$ cat src/hw/rtl/mcspg_pkg.sv
// ----------------------------------------------------------------------------
// mcspg_pkg
// Types, register codes and helpers for the multichannel stimulus pulse
// generator.
// ----------------------------------------------------------------------------
package mcspg_pkg;

  // Register map, word index (byte address / 4)
  typedef enum logic [2:0] {
    REG_MODE      = 3'd0,
    REG_PEAK_AMP  = 3'd1,
    REG_AMP_STEP  = 3'd2,
    REG_PERIOD    = 3'd3,
    REG_END_TIME  = 3'd4,
    REG_RAMP_LEN  = 3'd5
  } reg_idx_t;

  // Input command codes (in_tuser)
  localparam logic CMD_TICK = 1'b0;
  localparam logic CMD_LOAD = 1'b1;

  // Output mode codes
  localparam logic MODE_PERIODIC = 1'b0;
  localparam logic MODE_RAMP     = 1'b1;

  localparam int unsigned IN_DATA_W  = 104;
  localparam int unsigned OUT_DATA_W = 24;
  localparam int unsigned Q_W        = 31;  // magnitude bits of amp * elapsed
  localparam logic [15:0] ELAPSED_CLIP = 16'hFFFF;

  typedef enum logic [2:0] {
    ST_IDLE,
    ST_RD,
    ST_EVAL,
    ST_MUL,
    ST_PREP,
    ST_DIV,
    ST_FIN,
    ST_EMIT
  } state_t;

  typedef struct packed {
    logic [31:0]        start;
    logic [31:0]        length;
    logic signed [15:0] amp;
  } entry_t;

  localparam entry_t ENTRY_RST = '{start: 32'hFFFF_FFFF, length: 32'd0, amp: 16'sd0};

  function automatic logic signed [15:0] sat16(input logic signed [31:0] v);
    logic signed [15:0] r;
    if (v > 32'sd32767) begin
      r = 16'sh7FFF;
    end else if (v < -32'sd32768) begin
      r = 16'sh8000;
    end else begin
      r = v[15:0];
    end
    return r;
  endfunction

endpackage

$ cat src/hw/rtl/multi_channel_stimulus_pulse_generator_unit.sv
// ----------------------------------------------------------------------------
// multi_channel_stimulus_pulse_generator_unit
// Per-stream pulse/ramp current generator; stream state held in one memory.
// ----------------------------------------------------------------------------
//  port group  dir  handshake          payload
//  in_         in   tvalid/tready      tuser: cmd; tdata: time, load fields
//  out_        out  tvalid/tready      tdata: stream, current; tlast: last
//  cfg_        in   APB, pready high   6 registers at 4*i
//
//  A load is written into the state memory straight from idle. A tick visits
//  every stream, and one inside its pulse in ramp mode is scaled through
//  a multiply stage and a restoring divider that forms one quotient bit a cycle.
//  Every stream is read and evaluated; one whose pulse is over is written back.
//  A stalled output holds the sequencer in its emit step; the last result of a
//  tick may wait in the output register while the next item is accepted.
//  Reset clears the valid bits; a stream never loaded reads as silent.
// ----------------------------------------------------------------------------
module multi_channel_stimulus_pulse_generator_unit
  import mcspg_pkg::*;
#(
  parameter int N_STREAMS = 8
) (
  input  logic                  clk,
  input  logic                  rst_n,
  // input channel
  input  logic                  in_tvalid,
  output logic                  in_tready,
  // now_time[31:0], load_stream[34:32], load_start[66:35], load_length[98:67]
  input  logic [IN_DATA_W-1:0]  in_tdata,
  // cmd[0]
  input  logic                  in_tuser,
  // result channel
  output logic                  out_tvalid,
  input  logic                  out_tready,
  // stream_index[2:0], current_out[18:3]
  output logic [OUT_DATA_W-1:0] out_tdata,
  output logic                  out_tlast,
  // configuration
  input  logic                  cfg_psel,
  input  logic                  cfg_penable,
  input  logic                  cfg_pwrite,
  input  logic [4:0]            cfg_paddr,
  input  logic [31:0]           cfg_pwdata,
  output logic [31:0]           cfg_prdata,
  output logic                  cfg_pready
);

  localparam int IDX_W = (N_STREAMS > 1) ? $clog2(N_STREAMS) : 1;
  localparam logic [IDX_W-1:0] LAST_IDX = IDX_W'(N_STREAMS - 1);

  // ---------------- configuration registers ----------------
  logic               mode_r;
  logic signed [15:0] peak_amp_r;
  logic signed [15:0] amp_step_r;
  logic [31:0]        period_r;
  logic [31:0]        end_time_r;
  logic [15:0]        ramp_len_r;
  logic               cfg_wr;

  assign cfg_pready = 1'b1;
  assign cfg_wr     = cfg_psel & cfg_penable & cfg_pwrite & cfg_pready;

  always_ff @(posedge clk) begin
    if (!rst_n) begin
      mode_r     <= MODE_PERIODIC;
      peak_amp_r <= 16'sd0;
      amp_step_r <= 16'sd0;
      period_r   <= 32'd1000;
      end_time_r <= 32'hFFFF_FFFF;
      ramp_len_r <= 16'd100;
    end else if (cfg_wr) begin
      unique case (cfg_paddr[4:2])
        REG_MODE:     mode_r     <= cfg_pwdata[0];
        REG_PEAK_AMP: peak_amp_r <= cfg_pwdata[15:0];
        REG_AMP_STEP: amp_step_r <= cfg_pwdata[15:0];
        REG_PERIOD:   period_r   <= cfg_pwdata;
        REG_END_TIME: end_time_r <= cfg_pwdata;
        REG_RAMP_LEN: ramp_len_r <= cfg_pwdata[15:0];
        default: ;
      endcase
    end
  end

  always_comb begin
    unique case (cfg_paddr[4:2])
      REG_MODE:     cfg_prdata = {31'd0, mode_r};
      REG_PEAK_AMP: cfg_prdata = {16'd0, peak_amp_r};
      REG_AMP_STEP: cfg_prdata = {16'd0, amp_step_r};
      REG_PERIOD:   cfg_prdata = period_r;
      REG_END_TIME: cfg_prdata = end_time_r;
      REG_RAMP_LEN: cfg_prdata = {16'd0, ramp_len_r};
      default:      cfg_prdata = 32'd0;
    endcase
  end

  // ---------------- input fields ----------------
  logic [31:0] in_now;
  logic [2:0]  in_stream;
  logic [31:0] in_start;
  logic [31:0] in_length;
  logic [6:0]  ld_idx_ext;
  logic        ld_ok;

  assign in_now     = in_tdata[31:0];
  assign in_stream  = in_tdata[34:32];
  assign in_start   = in_tdata[66:35];
  assign in_length  = in_tdata[98:67];
  assign ld_idx_ext = {4'd0, in_stream};
  assign ld_ok      = ld_idx_ext < 7'(N_STREAMS);

  // ---------------- sequencer state ----------------
  state_t             state_r, state_nxt;
  logic [IDX_W-1:0]   idx_r;
  logic [31:0]        now_r;
  entry_t             rd_ent_r;
  logic               rd_vld_r;
  logic [N_STREAMS-1:0] vld_r;
  logic signed [15:0] cur_r;
  logic [15:0]        el_r;
  logic signed [15:0] amp_r;
  logic signed [31:0] prod_r;
  logic               neg_r;
  logic [Q_W-1:0]     dvd_r;
  logic [15:0]        rem_r;
  logic [15:0]        divisor_r;
  logic [4:0]         cnt_r;

  logic               out_valid_r;
  logic [2:0]         out_idx_r;
  logic signed [15:0] out_cur_r;
  logic               out_last_r;

  // control
  logic   in_acc;
  logic   tick_acc;
  logic   emit_go;
  logic   mem_we;
  logic [IDX_W-1:0] mem_wa;
  entry_t mem_wd;

  // ---------------- evaluate one stream ----------------
  entry_t             ent;
  logic [32:0]        stop;
  logic               live;
  logic               over;
  logic               on;
  logic [32:0]        ns;
  logic signed [16:0] amp_sum;
  logic [31:0]        el_full;
  entry_t             wb_ent;

  assign ent     = rd_vld_r ? rd_ent_r : ENTRY_RST;
  assign stop    = {1'b0, ent.start} + {1'b0, ent.length};
  assign live    = now_r <= end_time_r;
  assign over    = live && ({1'b0, now_r} >= stop);
  assign on      = live && !over && (now_r >= ent.start);
  assign ns      = {1'b0, ent.start} + {1'b0, period_r};
  assign amp_sum = {ent.amp[15], ent.amp} + {amp_step_r[15], amp_step_r};
  assign el_full = now_r - ent.start;

  always_comb begin
    wb_ent        = ent;
    wb_ent.start  = ns[32] ? 32'hFFFF_FFFF : ns[31:0];
    wb_ent.amp    = sat16({{15{amp_sum[16]}}, amp_sum});
  end

  // ---------------- scaling and divider datapath ----------------
  logic signed [32:0] prod_full;
  logic [31:0]        mag;
  logic [16:0]        trial;
  logic               ge;
  logic [16:0]        trial_sub;
  logic [31:0]        qv;
  logic [31:0]        sv;

  assign prod_full = amp_r * $signed({1'b0, el_r});
  assign mag       = prod_r[31] ? 32'(-prod_r) : prod_r;
  assign trial     = {rem_r, dvd_r[Q_W-1]};
  assign ge        = trial >= {1'b0, divisor_r};
  assign trial_sub = trial - {1'b0, divisor_r};
  assign qv        = {1'b0, dvd_r};
  assign sv        = neg_r ? 32'(-qv) : qv;

  // ---------------- control outputs ----------------
  always_comb begin
    in_tready = 1'b0;
    emit_go   = 1'b0;
    mem_we    = 1'b0;
    mem_wa    = idx_r;
    mem_wd    = wb_ent;
    unique case (state_r)
      ST_IDLE: begin
        in_tready = 1'b1;
        if (in_tvalid && in_tuser == CMD_LOAD && ld_ok) begin
          mem_we = 1'b1;
          mem_wa = ld_idx_ext[IDX_W-1:0];
          mem_wd = '{start: in_start, length: in_length, amp: peak_amp_r};
        end
      end
      ST_EVAL: mem_we  = over;
      ST_EMIT: emit_go = !out_valid_r || out_tready;
      default: ;
    endcase
  end

  assign in_acc   = in_tvalid && in_tready;
  assign tick_acc = in_acc && (in_tuser == CMD_TICK);

  // ---------------- next state ----------------
  always_comb begin
    state_nxt = state_r;
    unique case (state_r)
      ST_IDLE: if (tick_acc) state_nxt = ST_RD;
      ST_RD:   state_nxt = ST_EVAL;
      ST_EVAL: state_nxt = (on && mode_r == MODE_RAMP) ? ST_MUL : ST_EMIT;
      ST_MUL:  state_nxt = ST_PREP;
      ST_PREP: state_nxt = ST_DIV;
      ST_DIV:  if (cnt_r == 5'(Q_W - 1)) state_nxt = ST_FIN;
      ST_FIN:  state_nxt = ST_EMIT;
      ST_EMIT: if (emit_go) state_nxt = (idx_r == LAST_IDX) ? ST_IDLE : ST_RD;
      default: state_nxt = ST_IDLE;
    endcase
  end

  always_ff @(posedge clk) begin
    if (!rst_n) begin
      state_r <= ST_IDLE;
      idx_r   <= '0;
      vld_r   <= '0;
    end else begin
      state_r <= state_nxt;
      if (tick_acc) begin
        idx_r <= '0;
      end else if (emit_go && idx_r != LAST_IDX) begin
        idx_r <= idx_r + 1'b1;
      end
      if (mem_we) begin
        vld_r[mem_wa] <= 1'b1;
      end
    end
  end

  // ---------------- state memory ----------------
  entry_t mem [N_STREAMS];

  always_ff @(posedge clk) begin
    if (mem_we) begin
      mem[mem_wa] <= mem_wd;
    end
    if (state_r == ST_RD) begin
      rd_ent_r <= mem[idx_r];
      rd_vld_r <= vld_r[idx_r];
    end
  end

  // ---------------- datapath registers ----------------
  always_ff @(posedge clk) begin
    if (tick_acc) begin
      now_r <= in_now;
    end
    unique case (state_r)
      ST_EVAL: begin
        cur_r <= (on && mode_r == MODE_PERIODIC) ? ent.amp : 16'sd0;
        amp_r <= ent.amp;
        el_r  <= (el_full > {16'd0, ELAPSED_CLIP}) ? ELAPSED_CLIP : el_full[15:0];
      end
      ST_MUL: prod_r <= prod_full[31:0];
      ST_PREP: begin
        neg_r     <= prod_r[31];
        dvd_r     <= mag[Q_W-1:0];
        rem_r     <= 16'd0;
        cnt_r     <= 5'd0;
        divisor_r <= (ramp_len_r == 16'd0) ? 16'd1 : ramp_len_r;
      end
      ST_DIV: begin
        // shift in one quotient bit, keep the partial remainder
        rem_r <= ge ? trial_sub[15:0] : trial[15:0];
        dvd_r <= {dvd_r[Q_W-2:0], ge};
        cnt_r <= cnt_r + 5'd1;
      end
      ST_FIN: cur_r <= sat16(sv);
      default: ;
    endcase
  end

  // ---------------- output register ----------------
  logic [6:0] idx_ext;
  assign idx_ext = 7'(idx_r);

  always_ff @(posedge clk) begin
    if (!rst_n) begin
      out_valid_r <= 1'b0;
    end else if (emit_go) begin
      out_valid_r <= 1'b1;
    end else if (out_tready) begin
      out_valid_r <= 1'b0;
    end
  end

  always_ff @(posedge clk) begin
    if (emit_go) begin
      out_idx_r  <= idx_ext[2:0];
      out_cur_r  <= cur_r;
      out_last_r <= (idx_r == LAST_IDX);
    end
  end

  assign out_tvalid = out_valid_r;
  assign out_tdata  = {5'd0, out_cur_r, out_idx_r};
  assign out_tlast  = out_last_r;

`ifndef SYNTH
  a_tick_starts_read: assert property (@(posedge clk) disable iff (!rst_n)
    tick_acc |=> (state_r == ST_RD))
    else $error("tick transfer did not start a stream read");

  a_last_index: assert property (@(posedge clk) disable iff (!rst_n)
    (out_tvalid && out_tlast) |-> (out_idx_r == 3'(N_STREAMS - 1)))
    else $error("last flag on a result that is not the final stream");

  a_mem_write_slot: assert property (@(posedge clk) disable iff (!rst_n)
    mem_we |-> ((state_r == ST_IDLE && in_acc && in_tuser == CMD_LOAD) ||
                (state_r == ST_EVAL && over)))
    else $error("state memory written outside load or write-back");

  a_div_bound: assert property (@(posedge clk) disable iff (!rst_n)
    (state_r == ST_DIV) |-> (cnt_r < 5'(Q_W)))
    else $error("divider ran past its last step");
`endif

endmodule
$ cat config.mk
export PLATFORM = sky130hd
export DESIGN_NAME = multi_channel_stimulus_pulse_generator_unit
export DESIGN_NICKNAME = d
export VERILOG_FILES = /design/src/hw/rtl/mcspg_pkg.sv /design/src/hw/rtl/multi_channel_stimulus_pulse_generator_unit.sv
export SDC_FILE = /design/constraint.sdc
export NUM_CORES = 2
export LEC_CHECK = 0
export BUFFER_PORTS_ARGS = -buffer_cell sky130_fd_sc_hd__buf_2
export CAP_MARGIN = 20
export CORE_MARGIN = 5
export CORE_UTILIZATION = 35
export DETAILED_ROUTE_END_ITERATION = 12
export PLACE_DENSITY = 0.49
export SLEW_MARGIN = 20
export SYNTH_ARGS = -nofsm -noshare
export SYNTH_HDL_FRONTEND = slang
export SYNTH_SLANG_ARGS = --single-unit
$ cat constraint.sdc
create_clock -name clk -period 10.4 [get_ports clk]
set_clock_uncertainty 0.2 [all_clocks]
set_input_delay 2.08 -clock clk [delete_from_list [all_inputs] [get_ports clk]]
set_output_delay 2.08 -clock clk [all_outputs]
set_load 0.05 [all_outputs]
==> Yosys cells after proc, flatten, opt, wreduce, memory -nomap -nowiden <==
Memories as Yosys holds them, arrays and structs flattened. A register that Yosys moved wholly into a read port is not among the register bits.
Index checks and enable logic that the tools add are counted.
{ "classes": {"n_eq_ne": 18, "shifts": 0, "mux": 37, "div": 0, "reduce_logical": 28, "add_sub_neg": 9, "n_mul": 1, "n_bitwise": 6, "n_lt_le_gt_ge": 13} }
{ "ops": {"columns": ["op", "n"], "rows": [
  ["$mux 80", 3],
  ["$pmux 32 s6", 1],
  ["$mux 16", 6],
  ["$add 32x32->33", 2],
  ["$gt 32x16->1 const B", 2],
  ["$mux 32", 2],
  ["$pmux 16 s2", 2],
  ["$pmux 31 s2", 1],
  ["$ge 32x33->1", 1],
  ["$ge 32x32->1", 1],
  ["$le 32x32->1", 1],
  ["$lt 32x16->1 const B", 1],
  ["$mul 16x17->32", 1],
  ["$neg 31->32", 1],
  ["$sub 32x32->32", 1],
  ["$mux 31", 1],
  ["$neg 31->31", 1],
  ["$pmux 3 s8", 1],
  ["$eq 3x3->1 const B", 7],
  ["$mux 3", 6],
  ["$add 16x16->17", 1],
  ["$ge 17x16->1", 1],
  ["$gt 17x16->1 const B", 1],
  ["$lt 17x16->1 const B", 1],
  ["27 further kinds", 66]
]} }
{ "totals": {"rom_bits": 0, "latch_bits": 0, "ff_bits": 330, "ramBits": 640, "out_inout_bits": 60, "in_bits": 149, "mem_count": 1, "word_cells": 137} }
{ "mem_list": {"columns": ["name", "words", "word_bits", "read_ports", "rd_ports_with_merged_regs", "write_ports", "line_no", "source"], "rows": [
  ["mem", 8, 80, 1, 1, 1, "multi_channel_stimulus_pulse_generator_unit.sv:244", "entry_t mem [N_STREAMS];"]
]} }

==> Logic depth before layout (Yosys ltp) <==
{ "depth": {"depth_word": 10, "depth_mapped": 30} }

==> Least setup slack after synthesis <==
Ideal clock, no wire load.
{ "synth_timing": {"path_kind": "register to register", "start": "reg rd_vld_r", "end": "mem mem[1][0] (netlist bit) (enable)", "path_buffers": 5, "stages_incl_launch_ff": 28, "synth_period_minus_slack_ns": 10.500, "setup_time_ns": 0.546, "required_ns": 9.654, "slack_ns": -0.100, "arrival_ns": 9.753, "path_cell_list": "edfxtp_1 buf_2 clkbuf_1 clkbuf_1 clkbuf_1 clkbuf_1 nand2b_1 ha_1 fa_1 a221oi_1 o22ai_1 a221oi_1 o41ai_1 o311a_1 nor3_1 o31a_1 o21ai_0 xnor2_1 ha_1 nand4_1 nor4_1 nand3_1 and4b_1 o21a_1 a211oi_1 o21a_1 nand3_1 a21oi_1"} }
{ "synth_between": {"elab_chain_len": 7} }
{ "synth_rtl": {"columns": ["element", "line_no", "source"], "rows": [
  ["start, declared", "multi_channel_stimulus_pulse_generator_unit.sv:116", "logic rd_vld_r;"],
  ["start signal, assigned", "multi_channel_stimulus_pulse_generator_unit.sv:252", "rd_vld_r <= vld_r[idx_r];"],
  ["$mux 80", "multi_channel_stimulus_pulse_generator_unit.sv:152", "assign ent = rd_vld_r ? rd_ent_r : ENTRY_RST;"],
  ["$add 32x32->33", "multi_channel_stimulus_pulse_generator_unit.sv:153", "assign stop = {1'b0, ent.start} + {1'b0, ent.length};"],
  ["$ge 32x33->1", "multi_channel_stimulus_pulse_generator_unit.sv:155", "assign over = live && ({1'b0, now_r} >= stop);"],
  ["$logic_and 1x1->1", "multi_channel_stimulus_pulse_generator_unit.sv:155", null],
  ["$pmux 1 s2", "multi_channel_stimulus_pulse_generator_unit.sv:191", "unique case (state_r)"],
  ["$mux 1", "multi_channel_stimulus_pulse_generator_unit.sv:247", "if (mem_we) begin"],
  ["$mux 1 (not written as such)", "multi_channel_stimulus_pulse_generator_unit.sv:248", "mem[mem_wa] <= mem_wd;"],
  ["end, declared", "multi_channel_stimulus_pulse_generator_unit.sv:244", null]
]} }
No other way between the ends.

==> Worst setup path after layout <==
{ "layout_timing": {"start": "reg rd_vld_r", "end": "mem mem[3][57] (netlist bit) (enable)"} }
Same word-level chain as after synthesis.

==> key figures <==
Worst setup path
  • FF-to-FF End: mem[3][57]
  • CP Capture Type: flip-flop
  • Worst R2R Path Depth: 24
  • Critical Path RT: 10.53 ns
  • Worst Path Arrival: 8.97 ns
  • Worst flop-to-flop path startpoint: rd_vld_r
  • CP Class: flip-flop to flip-flop
  • Startpoint class of the critical path: flip-flop
  • R2R Setup Slk: 1.56 ns
  • Max FO, Critical Path: 43

Floorplanning
  • Starting Density: 0.352
  • Core Region: 0.167 sq mm
  • Die area: 0.176 sq mm
  • Die height: 420 um
  • I/O pins: 209
  • Die Wd: 420 um
  • Row cnt: 150

Clock tree
  • Post-CTS sizing: 0
  • Setup bufs post-CTS: 0
  • CTS tree: done
  • H-tree Lvls: 3
  • Clock Tree Root: clkbuf_16
  • Clock-pin slew on the worst setup and hold paths: 0.06 ns
  • Worst-case clock buffer depth: 3
  • Clock sinks: 1050
  • Num CTS Buffers: 116
  • Hold buffer count at cts: 0
  • Latest clock arrival within the worst-skew pair: 0.76 ns

STA
  • Count of final setup violators: 0
  • Setup_tns: 0 ns
  • Post-route minimum period: 8.84 ns
  • Max-slew violations: 0
  • Rel. slew slack: 0.291
  • Period utilization: 0.850
  • Final count of hold timing violations: 0
  • RSZ-0062 raised after global routing: false
  • Slew @ Worst Pin: 1.06 ns
  • Peak Freq: 113 MHz

Routing
  • Met2 routed WL: 91000 um
  • Initial drt markers: 2632
  • DRC viols: 0
  • DR pass1 iterations: 5
  • Drt via density: 5.26
  • Vias after detailed routing: 38700
  • DRT met1 WL: 75800 um
  • Max layer used: met5
  • Post-route ant nets: 0
  • Final wirelength: 180000 um
  • Met3 wire len: 7520 um
  • Drt wl/cell: 24.5 um

Min path
  • Hold_sp: cur_r[7]
  • Type of the tightest min-delay check: flip-flop to flip-flop
  • Hold endpoint: out_cur_r[7]
  • Worst hold stages: 0

Global routing
  • Vias in the first global route: 39200
  • Initial antenna violation count: 12
  • Largest net degree at the start of global routing: 84
  • Total global-route track usage: 0.203
  • Global-route wire length before repair: 264000 um
  • Residual overflow from global routing: 0

Finish
  • Number of nets in the layout: 5703
  • Final core utilization: 0.395
  • Design area: 0.0660 sq mm
  • Fillers: 16100
  • Ratio of cells with drive above 1 in the final layout: 0.132
  • Area Overhead vs Synth: 12.3%
  • Post-Layout Cell Count: 7361

Power and ir drop
  • Clock power frac: 0.183
  • PD cells: 328 mW/mm^2
  • Sw Share: 0.404
  • Seq pwr share: 0.272
  • P_sw: 0.00876 W
  • Logic pwr share: 0.545
  • Internal power: 0.0129 W
  • VDD IR max: 782 uV
  • Pleak: 25.6 nW

Synthesis
  • Synth Instances: 4910
  • Number of synthesized flops with an enable pin: 922
  • Mapped cell area: 0.0588 sq mm
  • Sequential area share after synthesis: 0.514
  • Total number of yosys warnings: 0
  • Synth cell types: 88
  • Most used DFF post-synth: edfxtp_1
  • FFs w/ async S/R, synth: 0
  • Average size of a mapped cell: 12.0 sq um
  • #FFs+latches synth: 1050

Status
  • Outcome: finished clean

Place
  • I/O Buffers: 195
  • # placed instances: 7140
  • Cell area after placement: 0.0623 sq mm
  • Hpwl dp: 129000 um
  • RePlAce Congestion: 0.897

Job
  • Max cap viols: 0
[synthesized netlist by cell type, types with 30 or more instances]
cell type,instances,area share
nand2b_1,69,0.0073
mux4_2,162,0.062
buf_1,34,0.0022
edfxtp_1,922,0.47
nor2b_1,41,0.0044
o211ai_1,48,0.0061
nand4_1,30,0.0032
xor2_1,88,0.013
clkbuf_1,193,0.012
nor3_1,44,0.0037
nand3_1,64,0.0054
inv_1,400,0.026
xnor2_1,110,0.016
nor2_1,209,0.013
nand2_1,763,0.049
a21o_1,91,0.012
a21boi_0,76,0.0097
mux2i_1,42,0.0071
o21ai_0,109,0.0093
fa_1,199,0.068
and2_1,134,0.014
a21oi_1,229,0.019
dfxtp_1,128,0.044
ha_1,300,0.064
[worst max path at each step]
| stage | end | slack (ns) | start | depth (start not counted) |
|---|---|---|---|---|
| 2_1_floorplan | mem[1][0] | -0.1 | rd_vld_r | 27 |
| 3_3_place_gp | mem[3][21] | 1.93 | rd_vld_r | 25 |
| 3_5_place_dp | mem[3][21] | 1.73 | rd_vld_r | 24 |
| 4_1_cts | mem[3][57] | 1.64 | rd_vld_r | 25 |
| 5_1_grt | mem[3][57] | 1.14 | rd_vld_r | 24 |
| 6_report | mem[3][57] | 1.56 | rd_vld_r | 24 |
[critical path, cell delays in order (launching register included)]
cell,delay (ns)
edfxtp_1,0.36
buf_4,0.54
nand2b_1,0.23
ha_1,0.28
fa_1,0.43
a221oi_1,0.32
o22ai_1,0.24
a221oi_1,0.52
o41ai_1,0.25
o311a_1,0.36
nor3_1,0.50
o31a_1,0.36
o21ai_0,0.14
xnor2_1,0.15
ha_1,0.30
nand4_1,0.19
nor4_1,0.36
nand3_1,0.16
and4b_1,0.23
o21a_1,0.13
a211oi_1,0.17
o21a_1,0.32
nand3_1,0.38
a21oi_4,0.88
buf_12,0.37
[registers in the layout (all words and copies together) (netlist names), 8 cells and up]
register	count
amp_step_r	16
dvd_r	31
rem_r	16
rd_ent_r	80
now_r	32
amp_r	16
peak_amp_r	16
ramp_len_r	16
end_time_r	32
period_r	32
divisor_r	16
vld_r	8
out_cur_r	16
prod_r	32
cur_r	16
el_r	16
mem	640
[cell usage in the layout (no fill, tap or decap), types with 28 or more instances in the layout]
master,count
nand2b_1,69
dfxtp_1,125
nand2_1,761
nor2b_1,38
edfxtp_1,922
ha_1,300
buf_2,194
a21oi_1,220
clkbuf_16,119
mux4_2,162
nor3_1,44
o211ai_1,48
nor2_1,207
a31oi_1,28
nand3_1,63
mux2i_1,41
and2_1,133
xnor2_1,110
xor2_1,88
o21ai_0,109
mux2_2,28
a21boi_0,76
inv_1,399
buf_4,64
clkbuf_1,38
nand4_1,30
a21o_1,91
fa_1,199
[logic make-up (layout without fill, tap and decap cells)]
| kind of cell | Yosys count | in the layout | share of synthesized area |
|---|---|---|---|
| AO/OA/AOI/OAI | 817 | 817 | 0.0933 |
| adder cells (fa/ha/maj) | 506 | 506 | 0.133 |
| other | 2 | 13 | 0.000128 |
| XOR/XNOR | 198 | 198 | 0.0295 |
| multiplexers | 232 | 232 | 0.0746 |
| flip-flops | 1050 | 1050 | 0.514 |
| AND/OR/NAND/NOR | 1465 | 1465 | 0.114 |
| buffers and inverters | 640 | 876 | 0.0414 |
[area by class of cell]
| class | instances | area, sq um | area share |
|---|---|---|---|
| Sequential cell | 1050 | 30300 | 0.458 |
| Tap cell | 2204 | 2760 | 0.0418 |
| Multi-Input combinational cell | 3224 | 26300 | 0.398 |
| Clock inverter | 53 | 494 | 0.00749 |
| Antenna cell | 7 | 17.5 | 0.000265 |
| Timing Repair Buffer | 262 | 1520 | 0.0231 |
| Clock buffer | 160 | 3160 | 0.0479 |
| Inverter | 401 | 1510 | 0.0228 |
[power groups by stage]
stage	clock network [W]	logic (W)	registers [W]
after floorplan	0	0.00905	0.00589
final	0.00396	0.0118	0.00590
after CTS	0.00408	0.0121	0.00590
after global placement	0	0.0121	0.00599
after global routing	0.00425	0.0135	0.00592
after detailed placement	0	0.0120	0.00599
[through the flow]
step	setup WS [ns]	hold WS (ns)	total power (W)
after detailed placement	1.73	0.206	0.0180
after global routing	1.14	0.234	0.0237
after CTS	1.64	0.220	0.0221
after floorplan	-0.0999	0.200	0.0149
final	1.56	0.218	0.0217
after global placement	1.93	0.206	0.0180
[metal layers]
metal  global-route usage  vias to the layer above
met5                    0                        -
met4               0.0610                        2
met3               0.0246                      239
met2                0.360                      814
met1                0.260                    19800
li1                     -                    17900
No activity file was read; power rests on OpenSTA's default activity.
